[config.mk]
export PLATFORM = sky130hd
export DESIGN_NAME = smbs_search
export DESIGN_NICKNAME = d
export VERILOG_FILES = /design/src/smbs_pkg.sv /design/src/smbs_search.sv
export SDC_FILE = /design/constraint.sdc
export NUM_CORES = 1
export LEC_CHECK = 0
export BUFFER_PORTS_ARGS = -buffer_cell sky130_fd_sc_hd__buf_2
export CAP_MARGIN = 0
export CORE_UTILIZATION = 44
export DETAILED_ROUTE_END_ITERATION = 16
export PLACE_DENSITY = 0.7
export RECOVER_POWER = 25
export SYNTH_ARGS = -nofsm -noshare
export SYNTH_HDL_FRONTEND = slang
export SYNTH_SLANG_ARGS = --single-unit
export TNS_END_PERCENT = 50
[constraint.sdc]
create_clock -name clock -period 7.4 [get_ports clock]
set_clock_uncertainty 0.05 [all_clocks]
set_input_delay 0.74 -clock clock [delete_from_list [all_inputs] [get_ports clock]]
set_output_delay 0.74 -clock clock [all_outputs]
set_load 0.02 [all_outputs]
[src/smbs_pkg.sv]
// Shared constants, codes and types for the sorted matrix binary search unit.
package smbs_pkg;

   localparam int MAX_ROWS_DEFAULT    = 64;
   localparam int MAX_COLS_DEFAULT    = 64;
   localparam int VALUE_WIDTH_DEFAULT = 32;

   localparam int INDEX_WIDTH     = 6;
   localparam int COUNT_WIDTH     = 7;
   localparam int CSR_INDEX_WIDTH = 1;

   localparam logic [COUNT_WIDTH-1:0] COUNT_RESET = 7'd64;

   localparam logic [CSR_INDEX_WIDTH-1:0] CSR_ROW_COUNT = 1'b0;
   localparam logic [CSR_INDEX_WIDTH-1:0] CSR_COL_COUNT = 1'b1;

   localparam logic MODE_LOAD   = 1'b0;
   localparam logic MODE_SEARCH = 1'b1;

   typedef enum logic [2:0] {
      S_IDLE,
      S_ROW_PROBE,
      S_ROW_FIRST,
      S_ROW_LAST,
      S_COL_PROBE,
      S_COL_CHECK
   } state_type;

endpackage

[src/smbs_search.sv]
// Search sequencer: load writes, row and column binary searches, result register.
module smbs_search import smbs_pkg::*; #(
   parameter int MAX_ROWS    = MAX_ROWS_DEFAULT,
   parameter int MAX_COLS    = MAX_COLS_DEFAULT,
   parameter int VALUE_WIDTH = VALUE_WIDTH_DEFAULT,
   localparam int RW  = (MAX_ROWS > 1) ? $clog2(MAX_ROWS) : 1,
   localparam int CW  = (MAX_COLS > 1) ? $clog2(MAX_COLS) : 1,
   localparam int NRW = $clog2(MAX_ROWS + 1),
   localparam int NCW = $clog2(MAX_COLS + 1),
   localparam int NW  = (NRW > NCW) ? NRW : NCW,
   localparam int AW  = (MAX_ROWS * MAX_COLS > 1) ? $clog2(MAX_ROWS * MAX_COLS) : 1
) (
   input  logic                          clock,
   input  logic                          reset,
   input  logic [NRW-1:0]                rows,
   input  logic [NCW-1:0]                cols,
   input  logic                          req_valid,
   output logic                          req_stall,
   input  logic                          req_mode,
   input  logic [INDEX_WIDTH-1:0]        req_row_index,
   input  logic [INDEX_WIDTH-1:0]        req_col_index,
   input  logic signed [VALUE_WIDTH-1:0] req_entry_value,
   input  logic signed [VALUE_WIDTH-1:0] req_target,
   output logic                          rsp_valid,
   input  logic                          rsp_stall,
   output logic                          rsp_found,
   output logic                          mem_we,
   output logic [AW-1:0]                 mem_waddr,
   output logic [VALUE_WIDTH-1:0]        mem_wdata,
   output logic                          mem_re,
   output logic [AW-1:0]                 mem_raddr,
   input  logic [VALUE_WIDTH-1:0]        mem_rdata
);

   state_type                   state_ff, state_in;
   logic [NW-1:0]               lo_ff, lo_in;
   logic [NW-1:0]               hip_ff, hip_in;
   logic [NW-1:0]               mid_ff, mid_in;
   logic [RW-1:0]               row_ff, row_in;
   logic signed [VALUE_WIDTH-1:0] first_ff, first_in;
   logic signed [VALUE_WIDTH-1:0] target_ff, target_in;
   logic                        rsp_valid_ff, rsp_valid_in;
   logic                        rsp_found_ff, rsp_found_in;

   logic                        out_free;
   logic                        load_in_range;
   logic [NW-1:0]               probe_mid;
   logic signed [VALUE_WIDTH-1:0] rd_value;

   function automatic logic [AW-1:0] cell_addr(input logic [RW-1:0] r,
                                               input logic [CW-1:0] c);
      return AW'(AW'(r) * AW'(MAX_COLS)) + AW'(c);
   endfunction

   assign out_free      = !rsp_valid_ff || !rsp_stall;
   assign load_in_range = (32'(req_row_index) < MAX_ROWS) && (32'(req_col_index) < MAX_COLS);
   assign probe_mid     = NW'(((NW+1)'(lo_ff) + (NW+1)'(hip_ff) - (NW+1)'(1)) >> 1);
   assign rd_value      = $signed(mem_rdata);

   assign req_stall = (state_ff != S_IDLE);
   assign rsp_valid = rsp_valid_ff;
   assign rsp_found = rsp_found_ff;

   assign mem_waddr = cell_addr(RW'(req_row_index), CW'(req_col_index));
   assign mem_wdata = req_entry_value;

   always_ff @(posedge clock) begin
      if (reset) begin
         state_ff     <= S_IDLE;
         rsp_valid_ff <= 1'b0;
      end else begin
         state_ff     <= state_in;
         rsp_valid_ff <= rsp_valid_in;
      end
      lo_ff        <= lo_in;
      hip_ff       <= hip_in;
      mid_ff       <= mid_in;
      row_ff       <= row_in;
      first_ff     <= first_in;
      target_ff    <= target_in;
      rsp_found_ff <= rsp_found_in;
   end

   always_comb begin
      state_in     = state_ff;
      lo_in        = lo_ff;
      hip_in       = hip_ff;
      mid_in       = mid_ff;
      row_in       = row_ff;
      first_in     = first_ff;
      target_in    = target_ff;
      rsp_valid_in = rsp_valid_ff && rsp_stall;
      rsp_found_in = rsp_found_ff;
      mem_we       = 1'b0;
      mem_re       = 1'b0;
      mem_raddr    = '0;
      case (state_ff)
         S_IDLE: begin
            if (req_valid) begin
               if (req_mode == MODE_LOAD) begin
                  mem_we = load_in_range;
               end else begin
                  target_in = req_target;
                  lo_in     = '0;
                  hip_in    = NW'(rows);
                  state_in  = S_ROW_PROBE;
               end
            end
         end
         S_ROW_PROBE: begin
            if (lo_ff >= hip_ff) begin
               if (out_free) begin
                  rsp_valid_in = 1'b1;
                  rsp_found_in = 1'b0;
                  state_in     = S_IDLE;
               end
            end else begin
               mid_in    = probe_mid;
               mem_re    = 1'b1;
               mem_raddr = cell_addr(RW'(probe_mid), '0);
               state_in  = S_ROW_FIRST;
            end
         end
         S_ROW_FIRST: begin
            first_in  = rd_value;
            mem_re    = 1'b1;
            mem_raddr = cell_addr(RW'(mid_ff), CW'(cols - NCW'(1)));
            state_in  = S_ROW_LAST;
         end
         S_ROW_LAST: begin
            if (target_ff >= first_ff && target_ff <= rd_value) begin
               row_in   = RW'(mid_ff);
               lo_in    = '0;
               hip_in   = NW'(cols);
               state_in = S_COL_PROBE;
            end else begin
               if (target_ff <= first_ff) begin
                  hip_in = mid_ff;
               end else begin
                  lo_in = mid_ff + NW'(1);
               end
               state_in = S_ROW_PROBE;
            end
         end
         S_COL_PROBE: begin
            if (lo_ff >= hip_ff) begin
               if (out_free) begin
                  rsp_valid_in = 1'b1;
                  rsp_found_in = 1'b0;
                  state_in     = S_IDLE;
               end
            end else begin
               mid_in    = probe_mid;
               mem_re    = 1'b1;
               mem_raddr = cell_addr(row_ff, CW'(probe_mid));
               state_in  = S_COL_CHECK;
            end
         end
         S_COL_CHECK: begin
            if (target_ff == rd_value) begin
               if (out_free) begin
                  rsp_valid_in = 1'b1;
                  rsp_found_in = 1'b1;
                  state_in     = S_IDLE;
               end
            end else begin
               if (target_ff > rd_value) begin
                  lo_in = mid_ff + NW'(1);
               end else begin
                  hip_in = mid_ff;
               end
               state_in = S_COL_PROBE;
            end
         end
         default: begin
            state_in = S_IDLE;
         end
      endcase
   end

endmodule

==> results.toml, run 1 <==
[sta]
setup_viol_count_final = 0
layout_worst_path_cycle_share_pct = 50.2
worst_pin_slew_ns = 0.928
finalHoldViolations = 0
final_period_minus_worst_setup_slack_ns = 3.71
slew_viol_final = 0
max_freq_mhz = 269
max_slew_margin_pct = 38.1
timing.setup.tns_ns = 0
worst_path_setup_slack_after_routing_ns = 3.69
grt_setup_unrepaired = "no"

[global_routing]
grt-ovfl-total = 0
grt_start_max_net_pins = 34
grt_pass1_vias = 4707
antenna_violations_before_repair = 0
grt_first_pass_wirelength_um = 22000
grt_util_all_layers_pct = 19.9

[floorplanning]
die_h_um = 121
num_io_pins = 188
fp.dieW_um = 121
core_region_area_mm2 = 0.0138
dieArea_mm2 = 0.0146
fp-row-count = 43
start_util_pct = 45.1

[clocking]
cts_max_path_buffers = 2
ctsRootBufferMaster = "sky130_fd_sc_hd__clkbuf_16"
clkSinkCount = 96
insertion_delay_ns = 0.35
hold_buffers = 0
postCtsResizedCells = 0
clk_pin_slew_worst_paths_ns = 0.07
tritoncts = "done"
post-cts-setup-buffers = 0
tritoncts.num_buffers = 9
count_of_h_tree_levels_built_during_cts = 3

[critical_path]
crit_path_cell_trace = "buf_2 > inv_1 > ha_1 > nand4_1 > nor4_1 > nand3_1 > o211ai_1 > a21bo_4 > a2bb2oi_1"
critical_path.endpoint_type = "flip-flop"
critPathArrivalTime_ns = 3.64
start_kind = "input port"
criticalPathCategory = "in -> reg"
timing.critical_path.fanout_max = 16
critical-path-slowest-cell = "sky130_fd_sc_hd__a2bb2oi_1"
critPathMaxStageDelay_ns = 0.63
cp.required_ns = 7.33

[synth]
mappedNetlistNets = 801
proportion_of_synthesized_flip_flops_having_asynchronous_set_or_reset_pct = 0
yosys_most_used_dff = "sky130_fd_sc_hd__edfxtp_1"
number_of_flops_mapped_to_enable_cells_by_yosys = 92
syn-instance-count = 587
count_of_cell_types_in_the_netlist = 50
synthesis.area_per_instance_um2 = 10.6
synthesized_flop_and_latch_total = 96
ys_seq_area_share_pct = 45.6
ys_warn_count = 0
post_synth_instance_area_mm2 = 0.00623

[detailed_routing]
route.detailed.drc = 0
first_iter_violations = 233
wire_per_inst_um = 16.7
drt_first_pass_iters = 4
detail_route.wirelength_um = 13800
routed_via_density = 5.40
detail-route-antenna-nets = 0
vias = 4476

[flow_run]
cap_violations = 0

[power]
power_density_mw_per_mm2 = 181
total_leakage_power_nw = 3.04
max-vdd-ir-drop_uv = 119

[final_layout]
drive_gt1_share_pct = 17.3
final.fill_count = 1254
finish.net_count = 860
layout.core_utilization_pct = 49.4
areaGrowthSynthToFinish_pct = 9.58
antenna_cells = 0
finalInstanceArea_mm2 = 0.00683

[placement]
placed_area_mm2 = 0.00660
dp_worst_setup_slack_ns = 3.29
place_congestion = 0.881
port-buffer-count = 99
dp_hpwl_um = 10700

[hold_path]
worst_hold_path_type = "reg -> reg"

[outcome]
status = "complete, no violations"
==> cell families after synthesis <==
logic type	after synthesis	share of synthesized area, %
AO/OA/AOI/OAI	122	13.6
XOR/XNOR	15	2.11
adder cells (fa/ha/maj)	87	17.6
buffers and inverters	159	12.5
flip-flops	96	45.6
AND/OR/NAND/NOR	108	8.57
==> path summary, 6_finish.rpt <==
check	depth (start not counted)	from	endpoint	slack, ns
setup / recovery	9	mem_rdata[31]	lo_ff[5]	3.69
hold / removal	0	mid_ff[5]	row_ff[5]	0.44
setup reg to reg	7	target_ff[31]	lo_ff[5]	3.79
hold reg to reg	0	mid_ff[5]	row_ff[5]	0.44
==> cells in the final DEF, fill, tap and decap left out, types with 5 or more instances in the layout <==
| master | n |
|---|---|
| sky130_fd_sc_hd__inv_1 | 104 |
| sky130_fd_sc_hd__edfxtp_1 | 92 |
| sky130_fd_sc_hd__ha_1 | 86 |
| sky130_fd_sc_hd__buf_2 | 81 |
| sky130_fd_sc_hd__a21oi_1 | 37 |
| sky130_fd_sc_hd__nand2_1 | 33 |
| sky130_fd_sc_hd__nand4_1 | 20 |
| sky130_fd_sc_hd__clkbuf_1 | 18 |
| sky130_fd_sc_hd__nor2_1 | 15 |
| sky130_fd_sc_hd__o21ai_0 | 15 |
| sky130_fd_sc_hd__xnor2_1 | 12 |
| sky130_fd_sc_hd__o211ai_1 | 11 |
| sky130_fd_sc_hd__nand3_1 | 10 |
| sky130_fd_sc_hd__a22oi_1 | 9 |
| sky130_fd_sc_hd__clkbuf_16 | 9 |
| sky130_fd_sc_hd__nor3_1 | 8 |
| sky130_fd_sc_hd__a21oi_2 | 7 |
| sky130_fd_sc_hd__o21a_1 | 6 |
| sky130_fd_sc_hd__nor2b_1 | 5 |
| sky130_fd_sc_hd__a32oi_1 | 5 |
==> report_power, final <==
group / leakage (nW) / internal, W / switching, W
Clock: 0.126 / 0.000221 / 0.000191
Combinational: 2.04 / 0.0000768 / 0.000115
Sequential: 0.877 / 0.000621 / 0.0000124
Total: 3.04 / 0.000919 / 0.000318
==> flip-flops by register name, indices dropped and copies added (netlist names) <==
register	count
hip_ff	7
rsp_found	1
mid_ff	7
state_ff	3
lo_ff	7
row_ff	6
first_ff	32
rsp_valid	1
target_ff	32
==> layout make-up <==
cell class,instances,area [µm²],share of cell area (%)
Multi-Input combinational cell,332,2620,38.4
Tap cell,180,225,3.30
Clock inverter,5,26.3,0.385
Inverter,105,394,5.77
Timing Repair Buffer,102,495,7.26
Clock buffer,9,225,3.30
Sequential cell,96,2840,41.6
==> through the flow <==
step	std cells	hold slack [ns]	total power (W)
2_1_floorplan	587	0.400	0.000798
3_3_place_gp	815	0.418	0.000828
3_5_place_dp	815	0.430	0.000835
4_1_cts	829	0.437	0.00125
5_1_grt	829	0.472	0.00129
6_report	829	0.439	0.00124
==> layer usage <==
| metal | part of all wire [%] | vias up | global-route usage [%] |
|---|---|---|---|
| met4 | 4.1 | 0 | 13.1 |
| met5 | 0 | - | 0 |
| met1 | 41 | 2067 | 22.7 |
| met3 | 6.8 | 52 | 3.67 |
| met2 | 48 | 192 | 34.1 |
| li1 | - | 2165 | - |
==> cells in the mapped netlist (all sizes together) (4+ instances only) <==
cell / number / area, µm²
edfxtp: 92 / 2760
a21o: 4 / 30.0
a32oi: 5 / 43.8
nor4: 4 / 25.0
o21a: 6 / 45.0
ha: 86 / 1080
clkbuf: 8 / 30.0
nor3: 8 / 40.0
o211ai: 14 / 120
inv: 105 / 394
nor2: 16 / 60.1
or3: 4 / 25.0
nand3: 10 / 50.1
buf: 46 / 353
dfxtp: 4 / 80.1
a22oi: 9 / 67.6
o21ai: 16 / 80.1
a21oi: 44 / 246
nor2b: 5 / 31.3
nand4: 20 / 125
xnor2: 12 / 105
nand2: 33 / 124
==> worst max-delay path, delay by kind of cell <==
family | cells | cell delay (ns)
buffers and inverters | 2 | 0.14
AOI/OAI and AO/OA | 3 | 1.46
adders and majority gates | 1 | 0.37
and+or+nand+nor | 3 | 0.92
(Power assumes the default switching activity.)
==> run 2: changes to the inputs <==
PLACE_DENSITY = 0.73   (was 0.7)
clock period = 3.4 ns   (was 7.4 ns; I/O delays follow)
==> run 2 against run 1 <==
Against the previous run:
- die area is the same
- clock power increased by 140%
- combinational power increased by 130%
- largest power group unchanged
- utilization up 0.62 points
- sequential power is 120% higher
- hold slack got worse by 0.33 ns
- register-to-register slack worse by 3.5 ns
- first-iteration DRC count grew 3.9%
==> results.toml, run 2 (synthesized netlist as in run 1, its figures left out) <==
[outcome]
status = "complete, no violations"

[final_layout]
layout.cells.most_common = "sky130_fd_sc_hd__inv_1"
drive_gt1_share_pct = 18.0
top_regs = "first_ff: 32 flops, target_ff: 32 flops"
highest_count_cells_in_the_layout_ignoring_fill_and_taps = "104 x sky130_fd_sc_hd__inv_1, 92 x sky130_fd_sc_hd__edfxtp_1, 86 x sky130_fd_sc_hd__ha_1"
finish.net_count = 866
antenna_cells = 0
layoutNonFillerInstCount = 837
areaGrowthSynthToFinish_pct = 10.9

[sta]
setup_viol_count_final = 0
timing.setup.tns_ns = 0
grt_setup_unrepaired = "no"
slew_viol_final = 0
max_slew_margin_pct = 48.9
finalHoldViolations = 0
worst_path_setup_slack_after_routing_ns = 0.133
final_period_minus_worst_setup_slack_ns = 3.27
layout_worst_path_cycle_share_pct = 96.1
worst_pin_slew_ns = 0.764
max_freq_mhz = 306

[critical_path]
critPathArrivalTime_ns = 2.88
criticalPathCategory = "reg -> out"
critPathMaxStageDelay_ns = 0.41
critical-path-slowest-cell = "sky130_fd_sc_hd__fa_1"
start_kind = "flip-flop"
timing.critical_path.fanout_max = 3
crit_family = "adder cells"
crit_path_cell_trace = "inv_1 > ha_1 > inv_1 > ha_1 > fa_1 > a21oi_1 > nor2_1 > nor2_2 > xnor2_2 > a32oi_1 > o21ai_0 > buf_2"
cp.required_ns = 3.01
cp_num_buf_inv = 3
r2r_setup_slack_ns = 0.28
critical_path.endpoint_type = "output pin"

[floorplanning]
num_io_pins = 188
die_h_um = 121
core_region_area_mm2 = 0.0138
start_util_pct = 45.1
fp-row-count = 43
fp.dieW_um = 121
dieArea_mm2 = 0.0146

[clocking]
insertion_delay_ns = 0.35
post-cts-setup-buffers = 0
cts_max_path_buffers = 2
tritoncts.num_buffers = 9
tritoncts = "done"
clk_pin_slew_worst_paths_ns = 0.07
count_of_h_tree_levels_built_during_cts = 3
postCtsResizedCells = 0
ctsRootBufferMaster = "sky130_fd_sc_hd__clkbuf_16"
clkSinkCount = 96
hold_buffers = 0

[placement]
post-place-cells = 821
dp_worst_setup_slack_ns = 0.217
dp_hpwl_um = 11400
port-buffer-count = 99
place_congestion = 0.898

[detailed_routing]
detail_route.wirelength_um = 14500
vias = 4591
route.detailed.drc = 0
detail-route-antenna-nets = 0
first_iter_violations = 242
wire_per_inst_um = 17.3
drt_first_pass_iters = 5
routed_via_density = 5.49

[power]
max-vdd-ir-drop_uv = 249
total_leakage_power_nw = 3.08
power_density_mw_per_mm2 = 406

[global_routing]
grt_start_max_net_pins = 33
antenna_violations_before_repair = 0
grt-ovfl-total = 0
grt_first_pass_wirelength_um = 23300
grt_pass1_vias = 4867
grt_util_all_layers_pct = 20.7

[hold_path]
worst_hold_path_type = "in -> reg"

[flow_run]
cap_violations = 0
## run 2: cell types whose count changed in the layout (fill, tap and decap cells not counted), sizes merged
cell	previous run	this run
clkbuf	27	32
buf	84	85
bufinv	0	1
clkinv	5	6
## run 2: cell type report
class,instances,area [µm²]
Clock buffer,9,225
Clock inverter,7,62.6
Fill cell,1241,6910
Inverter,105,394
Multi-Input combinational cell,332,2630
Sequential cell,96,2840
Tap cell,180,225
Timing Repair Buffer,108,534
## run 2: power breakdown
group | leakage (nW) | switching [W] | internal (W) | total, W
clock | 0.146 | 0.000431 | 0.000564 | 0.000994
combinational | 2.06 | 0.000257 | 0.000176 | 0.000434
sequential | 0.877 | 0.0000284 | 0.00135 | 0.00138
total | 3.08 | 0.000716 | 0.00209 | 0.00281
## run 2: path summary, 6_finish.rpt
check | start | end | cells past startpoint
min | req_target[25] | target_ff[25] | 1
max | lo_ff[1] | mem_raddr[10] | 12
min reg2reg | mid_ff[5] | row_ff[5] | 0
max reg2reg | target_ff[31] | lo_ff[0] | 7
## run 2: metrics by stage
step | total power (W) | hold slack (ns) | util (%) | instance area [µm²]
2_1_floorplan | 0.00174 | 0.359 | - | 6230
3_3_place_gp | 0.00181 | 0.416 | 48.1 | 6640
3_5_place_dp | 0.00183 | 0.443 | 48.1 | 6640
4_1_cts | 0.00283 | 0.108 | 50.1 | 6930
5_1_grt | 0.00292 | 0.105 | 50.0 | 6910
6_report | 0.00281 | 0.113 | 50.0 | 6910
## run 2: metal layers
| layer | vias to the layer above | track usage, % | wire [µm] |
|---|---|---|---|
| li1 | 2173 | - | - |
| met1 | 2168 | 23.7 | 5690 |
| met2 | 193 | 35.6 | 7100 |
| met3 | 57 | 3.85 | 1110 |
| met4 | 0 | 12.8 | 595 |
| met5 | - | 0 | 0 |
## run 2: worst reg2reg max path: cells and delay by family (launching register included)
kind / cells / cell delay (ns)
DFF: 1 / 0.40
and+or+nand+nor: 3 / 0.87
adders and majority gates: 1 / 0.40
AOI/OAI and AO/OA: 3 / 1.03
